File: src/hdl/fspr_pkg.sv
// Shared types and codes of the frame slot pool.
`timescale 1ns / 1ps
`default_nettype none
package fspr_pkg;

	typedef enum logic [1:0] {
		MODE_PUT        = 2'd0,
		MODE_GET_AFTER  = 2'd1,
		MODE_GET_LATEST = 2'd2,
		MODE_RELEASE    = 2'd3
	} mode_t;

	typedef enum logic [1:0] {
		STAT_OK        = 2'd0,
		STAT_TOO_LARGE = 2'd1,
		STAT_NO_FREE   = 2'd2,
		STAT_NO_MATCH  = 2'd3
	} status_t;

	localparam logic [7:0]  REF_MAX         = 8'hFF;
	localparam logic [23:0] MAX_FRAME_RESET = 24'd61440;

	// descriptor held by one age position
	typedef struct packed {
		logic [31:0] stamp;
		logic [3:0]  fmt;
		logic [23:0] len;
		logic [7:0]  refc;
	} desc_t;

	// scan control broadcast to every cell
	typedef struct packed {
		logic        tok_start;
		logic        tok_shift;
		logic        tok_down;
		mode_t       mode;
		logic [31:0] stamp;
	} cell_ctl_t;

endpackage
`default_nettype wire

File: src/hdl/fspr_if.sv
// Request and response channel interfaces of the frame slot pool.
`timescale 1ns / 1ps
`default_nettype none
interface fspr_req_if;
	logic        valid;
	logic        ready;
	logic [1:0]  mode;
	logic [31:0] timestamp;
	logic [3:0]  format;
	logic [23:0] frame_size;
	logic [2:0]  slot;

	modport source (output valid, mode, timestamp, format, frame_size, slot, input ready);
	modport sink   (input valid, mode, timestamp, format, frame_size, slot, output ready);
endinterface

interface fspr_rsp_if;
	logic        valid;
	logic        ready;
	logic [1:0]  status;
	logic [2:0]  result_slot;
	logic [31:0] frame_stamp;
	logic [3:0]  frame_format;
	logic [23:0] frame_bytes;

	modport source (output valid, status, result_slot, frame_stamp, frame_format, frame_bytes,
		input ready);
	modport sink   (input valid, status, result_slot, frame_stamp, frame_format, frame_bytes,
		output ready);
endinterface
`default_nettype wire

File: src/hdl/fspr_cell.sv
// One age position of the slot pool: slot id, descriptor and scan token.
`timescale 1ns / 1ps
`default_nettype none
module fspr_cell #(
	parameter int NUM_SLOTS = 5,
	parameter int IDX       = 0,
	parameter int SW        = (NUM_SLOTS > 1) ? $clog2(NUM_SLOTS) : 1
) (
	input  wire logic                clk,
	input  wire logic                arst_n,
	input  wire fspr_pkg::cell_ctl_t ctl,
	input  wire logic [SW-1:0]       rel_id,
	input  wire logic                tok_lo,
	input  wire logic                tok_hi,
	input  wire logic                inc,
	input  wire logic                dec,
	input  wire logic                load,
	input  wire logic [SW-1:0]       above_id,
	input  wire fspr_pkg::desc_t     above_desc,
	output logic                     tok,
	output logic                     hit,
	output logic [SW-1:0]            id,
	output fspr_pkg::desc_t          desc
);
	import fspr_pkg::*;

	logic [SW-1:0] id_q;
	desc_t         desc_q;
	logic          tok_q;

	assign tok  = tok_q;
	assign id   = id_q;
	assign desc = desc_q;

	always_comb begin
		unique case (ctl.mode)
			MODE_PUT:        hit = (desc_q.refc == 8'd0);
			MODE_GET_AFTER:  hit = (desc_q.len != 24'd0) && (desc_q.stamp >= ctl.stamp);
			MODE_GET_LATEST: hit = (desc_q.len != 24'd0);
			MODE_RELEASE:    hit = (id_q == rel_id);
			default:         hit = 1'b0;
		endcase
	end

	// token walks one position a cycle while tok_shift is set, upward (older to newer) or downward
	always_ff @(posedge clk or negedge arst_n) begin
		if (!arst_n) begin
			tok_q <= 1'b0;
		end else if (ctl.tok_start) begin
			tok_q <= ctl.tok_down ? (IDX == NUM_SLOTS - 1) : (IDX == 0);
		end else if (ctl.tok_shift) begin
			tok_q <= ctl.tok_down ? tok_hi : tok_lo;
		end
	end

	always_ff @(posedge clk or negedge arst_n) begin
		if (!arst_n) begin
			id_q   <= SW'(IDX);
			desc_q <= '0;
		end else if (load) begin
			id_q   <= above_id;
			desc_q <= above_desc;
		end else if (inc) begin
			if (desc_q.refc != REF_MAX)
				desc_q.refc <= desc_q.refc + 8'd1;
		end else if (dec) begin
			if (desc_q.refc != 8'd0)
				desc_q.refc <= desc_q.refc - 8'd1;
		end
	end

endmodule
`default_nettype wire

File: src/hdl/frame_slot_pool_refcount_top.sv
// Top level of the reference-counted frame slot pool.
`timescale 1ns / 1ps
`default_nettype none
// Frame slot pool with reference counts and oldest-first reuse. The pool is a
// row of NUM_SLOTS cells in age order, oldest at cell 0; each cell holds a slot
// index and that slot's descriptor (stamp, format, byte length, ref count).
// One request transaction is taken at a time. After acceptance a one-bit scan
// token walks the row, one cell per cycle: from the oldest cell for put, get
// at-or-after and release, from the newest for get-latest. The first cell that
// matches under the token is acted on in that same cycle: a get bumps its count
// (saturating at 255), a release drops a count above zero, a put moves every
// newer cell down one place and writes the new descriptor into the newest cell,
// which takes the freed slot index. An item passes from acceptance through the
// scan, which stops at the first match or at the end of the row, to the response
// register; oversize puts and out-of-range releases skip the scan. The response
// sits in an output register, so the next request is taken while an earlier
// response still awaits its consumer. max_frame_bytes is written through
// cfg_we / cfg_wdata; write it only while idle, which the block itself does not
// enforce.
module frame_slot_pool_refcount_top #(
	parameter int NUM_SLOTS = 5
) (
	input  wire logic        clk,
	input  wire logic        arst_n,
	fspr_req_if.sink         req,
	fspr_rsp_if.source       rsp,
	input  wire logic        cfg_we,
	input  wire logic [23:0] cfg_wdata
);
	import fspr_pkg::*;

	localparam int SW = (NUM_SLOTS > 1) ? $clog2(NUM_SLOTS) : 1;
	// wide enough for a slot field, an internal id, and NUM_SLOTS itself
	localparam int RW = ((SW > 3) ? SW : 3) + 1;

	typedef enum logic [2:0] {
		ST_IDLE = 3'b001,
		ST_SCAN = 3'b010,
		ST_DONE = 3'b100
	} state_t;

	state_t        state_q;
	logic [23:0]   max_q;

	// latched request
	mode_t         mode_q;
	logic [31:0]   stamp_q;
	logic [3:0]    fmt_q;
	logic [23:0]   size_q;
	logic [SW-1:0] rel_q;
	logic [SW-1:0] cnt_q;

	// pending response
	status_t       res_status_q;
	logic [2:0]    res_slot_q;
	logic [31:0]   res_stamp_q;
	logic [3:0]    res_fmt_q;
	logic [23:0]   res_len_q;

	// output register
	logic          out_valid_q;
	logic [1:0]    out_status_q;
	logic [2:0]    out_slot_q;
	logic [31:0]   out_stamp_q;
	logic [3:0]    out_fmt_q;
	logic [23:0]   out_len_q;

	// cell row
	cell_ctl_t      ctl;
	logic [NUM_SLOTS-1:0] tok_vec, hit_flag, hit_vec, ge_mask;
	logic [NUM_SLOTS-1:0] inc_vec, dec_vec, load_vec;
	logic [SW-1:0]  cid   [NUM_SLOTS];
	desc_t          cdesc [NUM_SLOTS];
	logic [SW-1:0]  above_id   [NUM_SLOTS];
	desc_t          above_desc [NUM_SLOTS];

	logic          accept, any_hit, scan_end, out_load;
	logic [RW-1:0] rel_ext, sel_ext;
	logic [SW-1:0] sel_id;
	desc_t         sel_desc, new_desc;
	mode_t         req_mode;

	assign req_mode = mode_t'(req.mode);
	assign req.ready = (state_q == ST_IDLE);
	assign accept    = req.valid && req.ready;
	assign rel_ext   = RW'(req.slot);

	// scan control shared by all cells
	always_comb begin
		ctl.tok_start = accept;
		ctl.tok_shift = (state_q == ST_SCAN) && !any_hit;
		ctl.tok_down  = (state_q == ST_IDLE) ? (req_mode == MODE_GET_LATEST)
		                                     : (mode_q == MODE_GET_LATEST);
		ctl.mode      = mode_q;
		ctl.stamp     = stamp_q;
	end

	assign hit_vec = (state_q == ST_SCAN) ? (tok_vec & hit_flag) : '0;
	assign any_hit = |hit_vec;
	assign scan_end = (cnt_q == SW'(NUM_SLOTS - 1));
	// cells at or above the hit position: the token is one-hot
	assign ge_mask = ~(hit_vec - NUM_SLOTS'(1));

	// one-hot select of the hit cell
	always_comb begin
		sel_id   = '0;
		sel_desc = '0;
		for (int i = 0; i < NUM_SLOTS; i++) begin
			if (hit_vec[i]) begin
				sel_id   = sel_id | cid[i];
				sel_desc = sel_desc | cdesc[i];
			end
		end
	end
	assign sel_ext = RW'(sel_id);

	always_comb begin
		new_desc       = '0;
		new_desc.stamp = stamp_q;
		new_desc.fmt   = fmt_q;
		new_desc.len   = size_q;
	end

	assign inc_vec  = (mode_q == MODE_GET_AFTER || mode_q == MODE_GET_LATEST) ? hit_vec : '0;
	assign dec_vec  = (mode_q == MODE_RELEASE) ? hit_vec : '0;
	assign load_vec = (mode_q == MODE_PUT) ? ge_mask : '0;

	genvar g;
	generate
		for (g = 0; g < NUM_SLOTS; g++) begin : g_cell
			if (g == NUM_SLOTS - 1) begin : g_top
				assign above_id[g]   = sel_id;
				assign above_desc[g] = new_desc;
			end else begin : g_mid
				assign above_id[g]   = cid[g+1];
				assign above_desc[g] = cdesc[g+1];
			end

			fspr_cell #(
				.NUM_SLOTS (NUM_SLOTS),
				.IDX       (g)
			) u_cell (
				.clk        (clk),
				.arst_n     (arst_n),
				.ctl        (ctl),
				.rel_id     (rel_q),
				.tok_lo     ((g > 0) ? tok_vec[(g > 0) ? g - 1 : 0] : 1'b0),
				.tok_hi     ((g < NUM_SLOTS - 1) ? tok_vec[(g < NUM_SLOTS - 1) ? g + 1 : g] : 1'b0),
				.inc        (inc_vec[g]),
				.dec        (dec_vec[g]),
				.load       (load_vec[g]),
				.above_id   (above_id[g]),
				.above_desc (above_desc[g]),
				.tok        (tok_vec[g]),
				.hit        (hit_flag[g]),
				.id         (cid[g]),
				.desc       (cdesc[g])
			);
		end
	endgenerate

	always_ff @(posedge clk or negedge arst_n) begin
		if (!arst_n) begin
			max_q <= MAX_FRAME_RESET;
		end else if (cfg_we) begin
			max_q <= cfg_wdata;
		end
	end

	// request latch
	always_ff @(posedge clk) begin
		if (accept) begin
			mode_q  <= req_mode;
			stamp_q <= req.timestamp;
			fmt_q   <= req.format;
			size_q  <= req.frame_size;
			rel_q   <= rel_ext[SW-1:0];
		end
	end

	assign out_load = (state_q == ST_DONE) && (!out_valid_q || rsp.ready);

	// sequencer
	always_ff @(posedge clk or negedge arst_n) begin
		if (!arst_n) begin
			state_q      <= ST_IDLE;
			cnt_q        <= '0;
			res_status_q <= STAT_OK;
			res_slot_q   <= '0;
			res_stamp_q  <= '0;
			res_fmt_q    <= '0;
			res_len_q    <= '0;
		end else begin
			unique case (state_q)
				ST_IDLE: begin
					if (accept) begin
						cnt_q       <= '0;
						res_slot_q  <= '0;
						res_stamp_q <= '0;
						res_fmt_q   <= '0;
						res_len_q   <= '0;
						priority if (req_mode == MODE_PUT && req.frame_size > max_q) begin
							res_status_q <= STAT_TOO_LARGE;
							state_q      <= ST_DONE;
						end else if (req_mode == MODE_RELEASE &&
							rel_ext >= RW'(NUM_SLOTS)) begin
							res_status_q <= STAT_NO_MATCH;
							state_q      <= ST_DONE;
						end else begin
							state_q <= ST_SCAN;
						end
					end
				end
				ST_SCAN: begin
					priority if (any_hit) begin
						res_status_q <= STAT_OK;
						res_slot_q   <= sel_ext[2:0];
						if (mode_q == MODE_PUT) begin
							res_stamp_q <= stamp_q;
							res_fmt_q   <= fmt_q;
							res_len_q   <= size_q;
						end else begin
							res_stamp_q <= sel_desc.stamp;
							res_fmt_q   <= sel_desc.fmt;
							res_len_q   <= sel_desc.len;
						end
						state_q <= ST_DONE;
					end else if (scan_end) begin
						res_status_q <= (mode_q == MODE_PUT) ? STAT_NO_FREE : STAT_NO_MATCH;
						state_q      <= ST_DONE;
					end else begin
						cnt_q <= cnt_q + SW'(1);
					end
				end
				ST_DONE: begin
					if (out_load)
						state_q <= ST_IDLE;
				end
				default: state_q <= ST_IDLE;
			endcase
		end
	end

	// response register
	always_ff @(posedge clk or negedge arst_n) begin
		if (!arst_n) begin
			out_valid_q <= 1'b0;
		end else if (out_load) begin
			out_valid_q <= 1'b1;
		end else if (rsp.ready) begin
			out_valid_q <= 1'b0;
		end
	end

	always_ff @(posedge clk) begin
		if (out_load) begin
			out_status_q <= res_status_q;
			out_slot_q   <= res_slot_q;
			out_stamp_q  <= res_stamp_q;
			out_fmt_q    <= res_fmt_q;
			out_len_q    <= res_len_q;
		end
	end

	assign rsp.valid        = out_valid_q;
	assign rsp.status       = out_status_q;
	assign rsp.result_slot  = out_slot_q;
	assign rsp.frame_stamp  = out_stamp_q;
	assign rsp.frame_format = out_fmt_q;
	assign rsp.frame_bytes  = out_len_q;

	// exactly one cell carries the token while scanning
	a_tok_onehot: assert property (@(posedge clk) disable iff (!arst_n)
		state_q == ST_SCAN |-> $onehot(tok_vec))
		else $error("scan token not one-hot");

	// an accepted transaction always leaves idle
	a_accept_leaves_idle: assert property (@(posedge clk) disable iff (!arst_n)
		accept |=> (state_q == ST_SCAN || state_q == ST_DONE))
		else $error("request accepted but sequencer stayed idle");

	// a successful put places the reused slot at the newest position
	a_put_newest: assert property (@(posedge clk) disable iff (!arst_n)
		(any_hit && mode_q == MODE_PUT) |=> cid[NUM_SLOTS-1] == $past(sel_id))
		else $error("put did not move slot to newest position");

	// the response register is never overwritten while still held
	a_no_overwrite: assert property (@(posedge clk) disable iff (!arst_n)
		(out_valid_q && !rsp.ready) |-> !out_load)
		else $error("pending response overwritten");

endmodule
`default_nettype wire
File: src/flat_wrapper.sv
// flat-port wrapper written by rule: the top's interface ports become plain ports
module frame_slot_pool_refcount_top_flat import fspr_pkg::*;
#(
	parameter int NUM_SLOTS = 5
)
  (clk, arst_n, cfg_we, cfg_wdata, req_valid, req_mode, req_timestamp, req_format, req_frame_size, req_slot, req_ready, rsp_valid, rsp_status, rsp_result_slot, rsp_frame_stamp, rsp_frame_format, rsp_frame_bytes, rsp_ready);
  fspr_req_if req_i ();
  fspr_rsp_if rsp_i ();
  input  wire logic clk;
  input  wire logic arst_n;
  input  wire logic cfg_we;
  input  wire logic [23:0] cfg_wdata;
  input wire logic [$bits(req_i.valid)-1:0] req_valid;
  input wire logic [$bits(req_i.mode)-1:0] req_mode;
  input wire logic [$bits(req_i.timestamp)-1:0] req_timestamp;
  input wire logic [$bits(req_i.format)-1:0] req_format;
  input wire logic [$bits(req_i.frame_size)-1:0] req_frame_size;
  input wire logic [$bits(req_i.slot)-1:0] req_slot;
  output wire logic [$bits(req_i.ready)-1:0] req_ready;
  output wire logic [$bits(rsp_i.valid)-1:0] rsp_valid;
  output wire logic [$bits(rsp_i.status)-1:0] rsp_status;
  output wire logic [$bits(rsp_i.result_slot)-1:0] rsp_result_slot;
  output wire logic [$bits(rsp_i.frame_stamp)-1:0] rsp_frame_stamp;
  output wire logic [$bits(rsp_i.frame_format)-1:0] rsp_frame_format;
  output wire logic [$bits(rsp_i.frame_bytes)-1:0] rsp_frame_bytes;
  input wire logic [$bits(rsp_i.ready)-1:0] rsp_ready;
  assign req_i.valid = req_valid;
  assign req_i.mode = req_mode;
  assign req_i.timestamp = req_timestamp;
  assign req_i.format = req_format;
  assign req_i.frame_size = req_frame_size;
  assign req_i.slot = req_slot;
  assign req_ready = req_i.ready;
  assign rsp_valid = rsp_i.valid;
  assign rsp_status = rsp_i.status;
  assign rsp_result_slot = rsp_i.result_slot;
  assign rsp_frame_stamp = rsp_i.frame_stamp;
  assign rsp_frame_format = rsp_i.frame_format;
  assign rsp_frame_bytes = rsp_i.frame_bytes;
  assign rsp_i.ready = rsp_ready;
  frame_slot_pool_refcount_top #(.NUM_SLOTS(NUM_SLOTS)) u_core (.clk(clk), .arst_n(arst_n), .req(req_i), .rsp(rsp_i), .cfg_we(cfg_we), .cfg_wdata(cfg_wdata));
endmodule
File: config.mk
export PLATFORM = sky130hd
export DESIGN_NAME = frame_slot_pool_refcount_top_flat
export DESIGN_NICKNAME = d
export VERILOG_FILES = /design/src/hdl/fspr_pkg.sv /design/src/hdl/fspr_if.sv /design/src/hdl/fspr_cell.sv /design/src/hdl/frame_slot_pool_refcount_top.sv /design/src/flat_wrapper.sv
export SDC_FILE = /design/constraint.sdc
export NUM_CORES = 1
export LEC_CHECK = 0
export BUFFER_PORTS_ARGS = -buffer_cell sky130_fd_sc_hd__buf_2
export CAP_MARGIN = 0
export CORE_UTILIZATION = 45
export CTS_CLUSTER_SIZE = 14
export DETAILED_ROUTE_END_ITERATION = 12
export HOLD_SLACK_MARGIN = 0.15
export PLACE_DENSITY = 0.65
export SETUP_SLACK_MARGIN = 0.05
export SLEW_MARGIN = 0
export SYNTH_ARGS = -nofsm -noshare
export SYNTH_HDL_FRONTEND = slang
export SYNTH_HIERARCHICAL = 1
export SYNTH_SLANG_ARGS = --single-unit
export TNS_END_PERCENT = 30
File: constraint.sdc
create_clock -name clk -period 5.6 [get_ports clk]
set_input_delay 0 -clock clk [delete_from_list [all_inputs] [get_ports clk]]
set_output_delay 0 -clock clk [all_outputs]
set_load 0.03 [all_outputs]
# Word level (Yosys, flattened, before mapping)
# Cells that the tools add are included.
# totals
latchBits	0
ramBits	0
register_bits	586
in_bits	94
mem_count	0
romBits	0
elab_cells	259
output_inout_bits	67
# classes
n_mul	0
n_addsub	12
magnitude_cmp	7
n_bitwise	10
n_eq_ne	31
reduce_logical	54
div	0
n_shift	0
mux	96
# op_table
cell	count
$mux W68	5
$or A68 B68 Y68	4
$mux W8	25
$ge A32 B32 Y1	5
$reduce_bool A24 Y1	5
$mux W32	3
$mux W24	3
$pmux W32 S2	1
$pmux W24 S2	1
$mux W3	15
$add A8 B1 Y8 const B	5
$logic_not A8 Y1	5
$ne A8 B8 Y1 const B	5
$reduce_bool A8 Y1	5
$sub A8 B1 Y8 const B	5
$reduce_bool A3 Y1	10
$gt A24 B24 Y1	1
$mux W1	21
$reduce_and A3 Y1	7
$mux W5	4
$pmux W1 S4	5
$ne A3 B3 Y1 const B	6
$eq A3 B3 Y1	5
$mux W4	3
other kinds (26)	56

# Depth between registers and ports, before layout
# logic_depth
ltp_word	17
mapped_depth	23
mapped_depth_nobuf	19

# Cells and area by module
# The synthesis kept the hierarchy.
# by_module_without_submodules
module	cells_each	area_each_um2	seq_area_each_um2	instances
frame_slot_pool_refcount_top	969	10872.9	6312.3	1
fspr_cell at u_core.g_cell[1].u_cell ...	348	3945.0	1803.0	2
fspr_cell at u_core.g_cell[4].u_cell	350	3968.8	1803.0	1
fspr_cell at u_core.g_cell[3].u_cell	348	3955.0	1804.2	1
fspr_cell at u_core.g_cell[0].u_cell	349	3946.3	1801.7	1

# Worst setup path after synthesis
# No wires, ideal clock.
# synth_timing
kind	reg2reg
startpoint	reg u_core.stamp_q[31]
endpoint	reg u_core.g_cell[3].u_cell.desc_q (netlist bit u_core/g_cell[3].u_cell/desc[7])
required_time_ns	5.518
slack_ns	1.455
t_arrival_ns	4.063
path_buffers	2
setup_ns	0.082
period_less_slack_ns	4.145
path_stages_with_launch	21
path_cell_list	edfxtp_1 -> inv_1 -> ha_1 -> nand4_1 -> or3_1 -> or3_1 -> a21oi_1 -> o21a_1 -> nand2_1 -> nor2_4 -> buf_6 -> buf_4 -> and2_1 -> inv_1 -> ha_1 -> a21oi_1 -> o211ai_2 -> o41a_1 -> xnor2_2 -> a21bo_1 -> a31oi_1
# synth_between
word_cells_on_any_way	25
classes_between	add/sub: 1; order compare: 4; eq/ne: 1; mux: 10; bitwise: 2; reduce/logical: 7
# synth_rtl
element	line	text
start, declared	frame_slot_pool_refcount_top.sv:47	logic [31:0] stamp_q;
start signal, assigned	frame_slot_pool_refcount_top.sv:174	stamp_q <= req.timestamp;
$ge A32 B32 Y1 (*)	fspr_cell.sv:38	MODE_GET_AFTER: hit = (desc_q.len != 24'd0) && (desc_q.stamp >= ctl.stamp);
$logic_and A1 B1 Y1 (*)	fspr_cell.sv:38	
$pmux W1 S4 (*)	fspr_cell.sv:36	unique case (ctl.mode)
net u_core.hit_flag[3]	frame_slot_pool_refcount_top.sv:70	logic [NUM_SLOTS-1:0] tok_vec, hit_flag, hit_vec, ge_mask;
$and A5 B5 Y5 (*)	frame_slot_pool_refcount_top.sv:98	assign hit_vec = (state_q == ST_SCAN) ? (tok_vec & hit_flag) : '0;
$mux W5 (*)	frame_slot_pool_refcount_top.sv:98	
$mux W5 (*)	frame_slot_pool_refcount_top.sv:124	assign inc_vec = (mode_q == MODE_GET_AFTER || mode_q == MODE_GET_LATEST) ? hit_vec : '0;
net u_core.inc_vec[3]	frame_slot_pool_refcount_top.sv:71	logic [NUM_SLOTS-1:0] inc_vec, dec_vec, load_vec;
$ne A3 B3 Y1 (no source line) (tied with other cells)	-	
$reduce_and A3 Y1 (no source line) or $mux W8 (tied branches)	-	
end signal, assigned	fspr_cell.sv:62	desc_q <= above_desc;
end, declared	fspr_cell.sv:28	desc_t desc_q;
# Mark *: on every way through the listed nets, which the timed path passes. The rest lies on a longest branch.
# A chain may end at the register's enable or synchronous reset.

# Worst setup path in the final report
# layout_timing
startpoint	reg u_core.stamp_q[17]
endpoint	reg u_core.g_cell[2].u_cell.desc_q (netlist bit u_core/g_cell[2].u_cell/desc[7])
# layout_between
word_cells_on_any_way	22
classes_between	add/sub: 1; order compare: 3; eq/ne: 1; mux: 9; bitwise: 2; reduce/logical: 6
# layout_rtl
element	line
$ge A32 B32 Y1 (*)	fspr_cell.sv:38
$logic_and A1 B1 Y1 (*)	fspr_cell.sv:38
$pmux W1 S4 (*)	fspr_cell.sv:36
net u_core.hit_flag[2]	frame_slot_pool_refcount_top.sv:70
$and A5 B5 Y5 (*)	frame_slot_pool_refcount_top.sv:98
$mux W5 (*)	frame_slot_pool_refcount_top.sv:98
$mux W5 (*)	frame_slot_pool_refcount_top.sv:124
net u_core.inc_vec[2]	frame_slot_pool_refcount_top.sv:71
$ne A3 B3 Y1 (no source line) (tied with other cells)	-
$reduce_and A3 Y1 (no source line) or $mux W8 (tied branches)	-
end signal, assigned	fspr_cell.sv:62
end, declared	fspr_cell.sv:28
# Marks and branches as above.

==> metrics.md <==
| Metric | Value |
|---|---|
| Starting DRT DRC Count | 1904 |
| Vias in the first global route | 24320 |
| Starting Density | 0.4553 |
| CP max FO | 8 |
| Hold/Removal Path Class | in -> reg |
| Post-DP HPWL | 54.41 mm |
| Comb pwr share | 0.258 |
| Worst path depth | 18 |
| Prevailing post-synth register cell | dfrtp_1 |
| Switching share of power | 0.3384 |
| Synth Cell Area | between 30000 and 40000 um2 |
| Most frequent cells in the layout | dfrtp_1, mux2_2, nand2_1 |
| DR WL/cell | 21.39 um |
| Ant diodes | 0 |
| Final hold vios | 0 |
| Hold Startpoint | req_slot[2] |
| Final routed DRC violation total | 0 |
| R2R Path End | u_core/g_cell[2].u_cell/desc[7]$_DFFE_PN0P_ |
| Slowest cell delay on critical path | 0.64 ns |
| RR Startpoint | u_core/stamp_q[17]$_DFFE_PP_ |
| Clock Latency Late Sink | 0.62 ns |
| MaxCap Viol Count | 0 |
| Max VDD drop | between 0.2 and 0.25 mV |
| WHS Endpoint | u_core/rel_q[2]$_DFFE_PP_ |
| Proportion of layout cells with a drive suffix above 1 | 0.2169 |
| Routed Antenna Nets | 0 |
| Synth area leader | dfrtp_1 |
| Pins Over Slew Limit | 0 |
| Area Growth Syn to Fin | 19.94% |
| Fmax | 190.8 MHz |
| Placer Congestion | a little under 0.9 |
| Delay-heaviest family, CP | compound AO/OA/AOI/OAI gates |
| Initial antenna violation count | 0 |
| CP Buf/Inv Count | 2 |
| CTS tree | done |
| Final WL | 85.83 mm |
| Worst Max-Slew Pin Slew | 1.130 ns |
| Share of the synthesized area in the top cell type | 0.3643 |
| CP max stage cell | a2111oi_0 |
| Pint | 0.008857 W |
| RSZ-0062 raised after global routing | no |
| Worst setup EP type | register |
| # IOs | 161 |
| Remaining global-route overflow | 0 |
| H-tree level count | 3 |
| Final period utilization | 0.9357 |
| WHS Path Cells | 2 |
| Leakage | 16.72 nW |
| CTS sink cnt | between 500 and 600 |
| Cell variety after synth | 65 |
| Core footprint | 67280 um2 |
| Final setup vio count | 0 |
| Yosys warns | 6 |
| Register-to-Register Setup Slack | 0.36 ns |
| P per Cell Area | 364.4 nW/um2 |
| Max_slew headroom | 0.2270 |
| Min cycle time layout | roughly 5.2 ns |
| Clk pin slew, worst setup/hold paths | 0.06 ns |
| CP cell instances | inv_1, ha_1, a21oi_1, o21ai_0, a2111oi_1, a2111oi_0, o21ai_0, a21oi_1, and3_2, and2_1, inv_1, ha_1, a21oi_2, o211ai_2, o41a_1, xnor2_1, a21bo_1, a31oi_1 |
| Status | complete, no violations |
| FILL cells | about 5700 |
| Mapped Cells | 2712 |
| Ys async rst share | 0.7782 |
| Critical path class | reg -> reg |
| Post-synthesis sequential area ratio | 0.5003 |
| Die height | between 200 and 300 um |
| Die Wd | 262.9 um |
| #FFs+latches synth | about 590 |
| Sequential share of power | 0.416 |
| Clock skew | 0.01510 ns |
| CP Data Arrival Time | 5.77 ns |
| Vias per inst | 5.753 |
| Commonest non-fill, non-tap cell in the layout | dfrtp_1 |
| DRT Pass-1 Iters | 6 |
| Global-route wire length before repair | 136.3 mm |
| Post-synth EDFFs | 130 |
| Syn Area/Cell | 11.30 um2 |
| Layout Nets | 3404 |
| Die area | 69120 um2 |
| Largest net degree at the start of global routing | 172 |
| Root Buffer | clkbuf_16 |
| Psw | 0.004531 W |
| Row count | 95 |
| IO buf count | 160 |
| Clock buffer count from CTS | 68 |
| Final setup TNS | 0 ns |
| Setup crit start kind | register |
| DR vias | 23090 |
| Area contributors post-synth | dfrtp_1, edfxtp_1, mux2_2 |
| Max Buffers Root-to-Sink | 3 |
| Reg2reg path depth | 18 |
| GRT Total Usage | 0.2487 |
| Post-Route Utilization | 0.5461 |
| Clk network pwr share | 0.326 |
| Required @ worst endpoint | 6.13 ns |
## logic make-up after synthesis
family	Yosys count	synth area share
AO/OA/AOI/OAI	662	0.1460
XOR/XNOR	47	0.01368
adder cells (fa/ha/maj)	225	0.09313
buffers and inverters	350	0.04844
flip-flops	586	0.5003
multiplexers	329	0.1203
other	1	0.0001224
AND/OR/NAND/NOR	512	0.07797
## timing repair
item | CTS | global route
hold buffers | 224 | 0
buffers inserted | 0 | 0
resized for setup | 0 | 4
hold endpoints to repair | 494 | 0
endpoints found under the setup margin | 0 | 66
## power by group through the flow
stage	Clock [W]	Sequential, W	Combinational [W]
finish	0.00436	0.00557	0.00346
CTS	0.00445	0.00556	0.00341
global route	0.00462	0.00565	0.00380
global placement	0	0.00560	0.00314
detailed placement	0	0.00563	0.00325
floorplan	0	0.00547	0.00228
## stage by stage
stage                     instance area [um2]  hold WS, ns  std cells  setup slack, ns  total power (W)
after floorplan                         30670      -0.2956       2721            1.455         0.007758
after global placement                  32300     0.001452       3664           0.2626         0.008739
after detailed placement                32300     0.009623       3664           0.1920         0.008880
after CTS                               36730       0.1506       4013           0.1620          0.01341
after global routing                    36740       0.1904       4013          0.08327          0.01407
final                                   36740       0.2024       4013           0.3601          0.01339
## final cells by class
| cell class | count | area [um2] | area share |
|---|---|---|---|
| timing repair buffer | 416 | 3377 | 0.09191 |
| sequential | 586 | 15330 | 0.4172 |
| multi-input combinational | 1785 | 13910 | 0.3786 |
| inverter | 228 | 857.1 | 0.02333 |
| tap | 873 | 1092 | 0.02973 |
| clock buffer | 95 | 1853 | 0.05043 |
| clock inverter | 30 | 324.1 | 0.008820 |
## worst max-delay path by stage
stage,end,start
floorplan,u_core/g_cell[3].u_cell/desc[7]$_DFFE_PN0P_,u_core/stamp_q[31]$_DFFE_PP_
global placement,u_core/g_cell[3].u_cell/desc[7]$_DFFE_PN0P_,u_core/stamp_q[17]$_DFFE_PP_
detailed placement,u_core/g_cell[3].u_cell/desc[4]$_DFFE_PN0P_,u_core/stamp_q[17]$_DFFE_PP_
CTS,u_core/g_cell[3].u_cell/desc[7]$_DFFE_PN0P_,u_core/stamp_q[17]$_DFFE_PP_
global route,u_core/g_cell[2].u_cell/desc[7]$_DFFE_PN0P_,u_core/stamp_q[17]$_DFFE_PP_
finish,u_core/g_cell[2].u_cell/desc[7]$_DFFE_PN0P_,u_core/stamp_q[17]$_DFFE_PP_
## sequential cells by signal, summed over array words and instances, names as in the netlist, 5 cells and up
| signal | count |
|---|---|
| u_core/max_q | 24 |
| u_core/rsp.frame_stamp | 32 |
| u_core/g_cell.u_cell/tok | 5 |
| u_core/g_cell.u_cell/id | 15 |
| u_core/size_q | 24 |
| u_core/res_len_q | 24 |
| u_core/stamp_q | 32 |
| u_core/rsp.frame_bytes | 24 |
| u_core/res_stamp_q | 32 |
| u_core/g_cell.u_cell/desc | 340 |
## Yosys cell counts (all sizes together), types with 10 or more instances
master	count
buf	71
o21a	10
nand4	37
o21ai	101
a21oi	178
xnor2	32
mux2i	15
dfstp	10
mux2	314
nor4	41
and2	17
edfxtp	130
a31oi	70
nor3	16
ha	220
nand2	247
dfrtp	446
nand3	27
a21o	11
xor2	15
a22oi	134
o31ai	67
inv	228
clkbuf	51
a2111oi	10
o211ai	15
a211oi	16
nor2	82
## per-layer routing
layer / vias to the layer above / track usage / routed length, um
met1: 11500 / 0.3259 / 37090
li1: 10660 / - / -
met5: - / 0 / 0
met2: 738 / 0.4200 / 41520
met4: 0 / 0.09610 / 2848
met3: 182 / 0.03120 / 4364
## worst register-to-register path, stage by stage (launching register included)
cell and delay [ns]:
edfxtp_1 0.52, inv_1 0.08, ha_1 0.30, a21oi_1 0.06, o21ai_0 0.34, a2111oi_1 0.18, a2111oi_0 0.64, o21ai_0 0.45
a21oi_1 0.40, and3_2 0.27, and2_1 0.24, inv_1 0.21, ha_1 0.35, a21oi_2 0.16, o211ai_2 0.14, o41a_1 0.35
xnor2_1 0.15, a21bo_1 0.19, a31oi_1 0.15
Note: power is estimated with default switching activity, not from simulation.
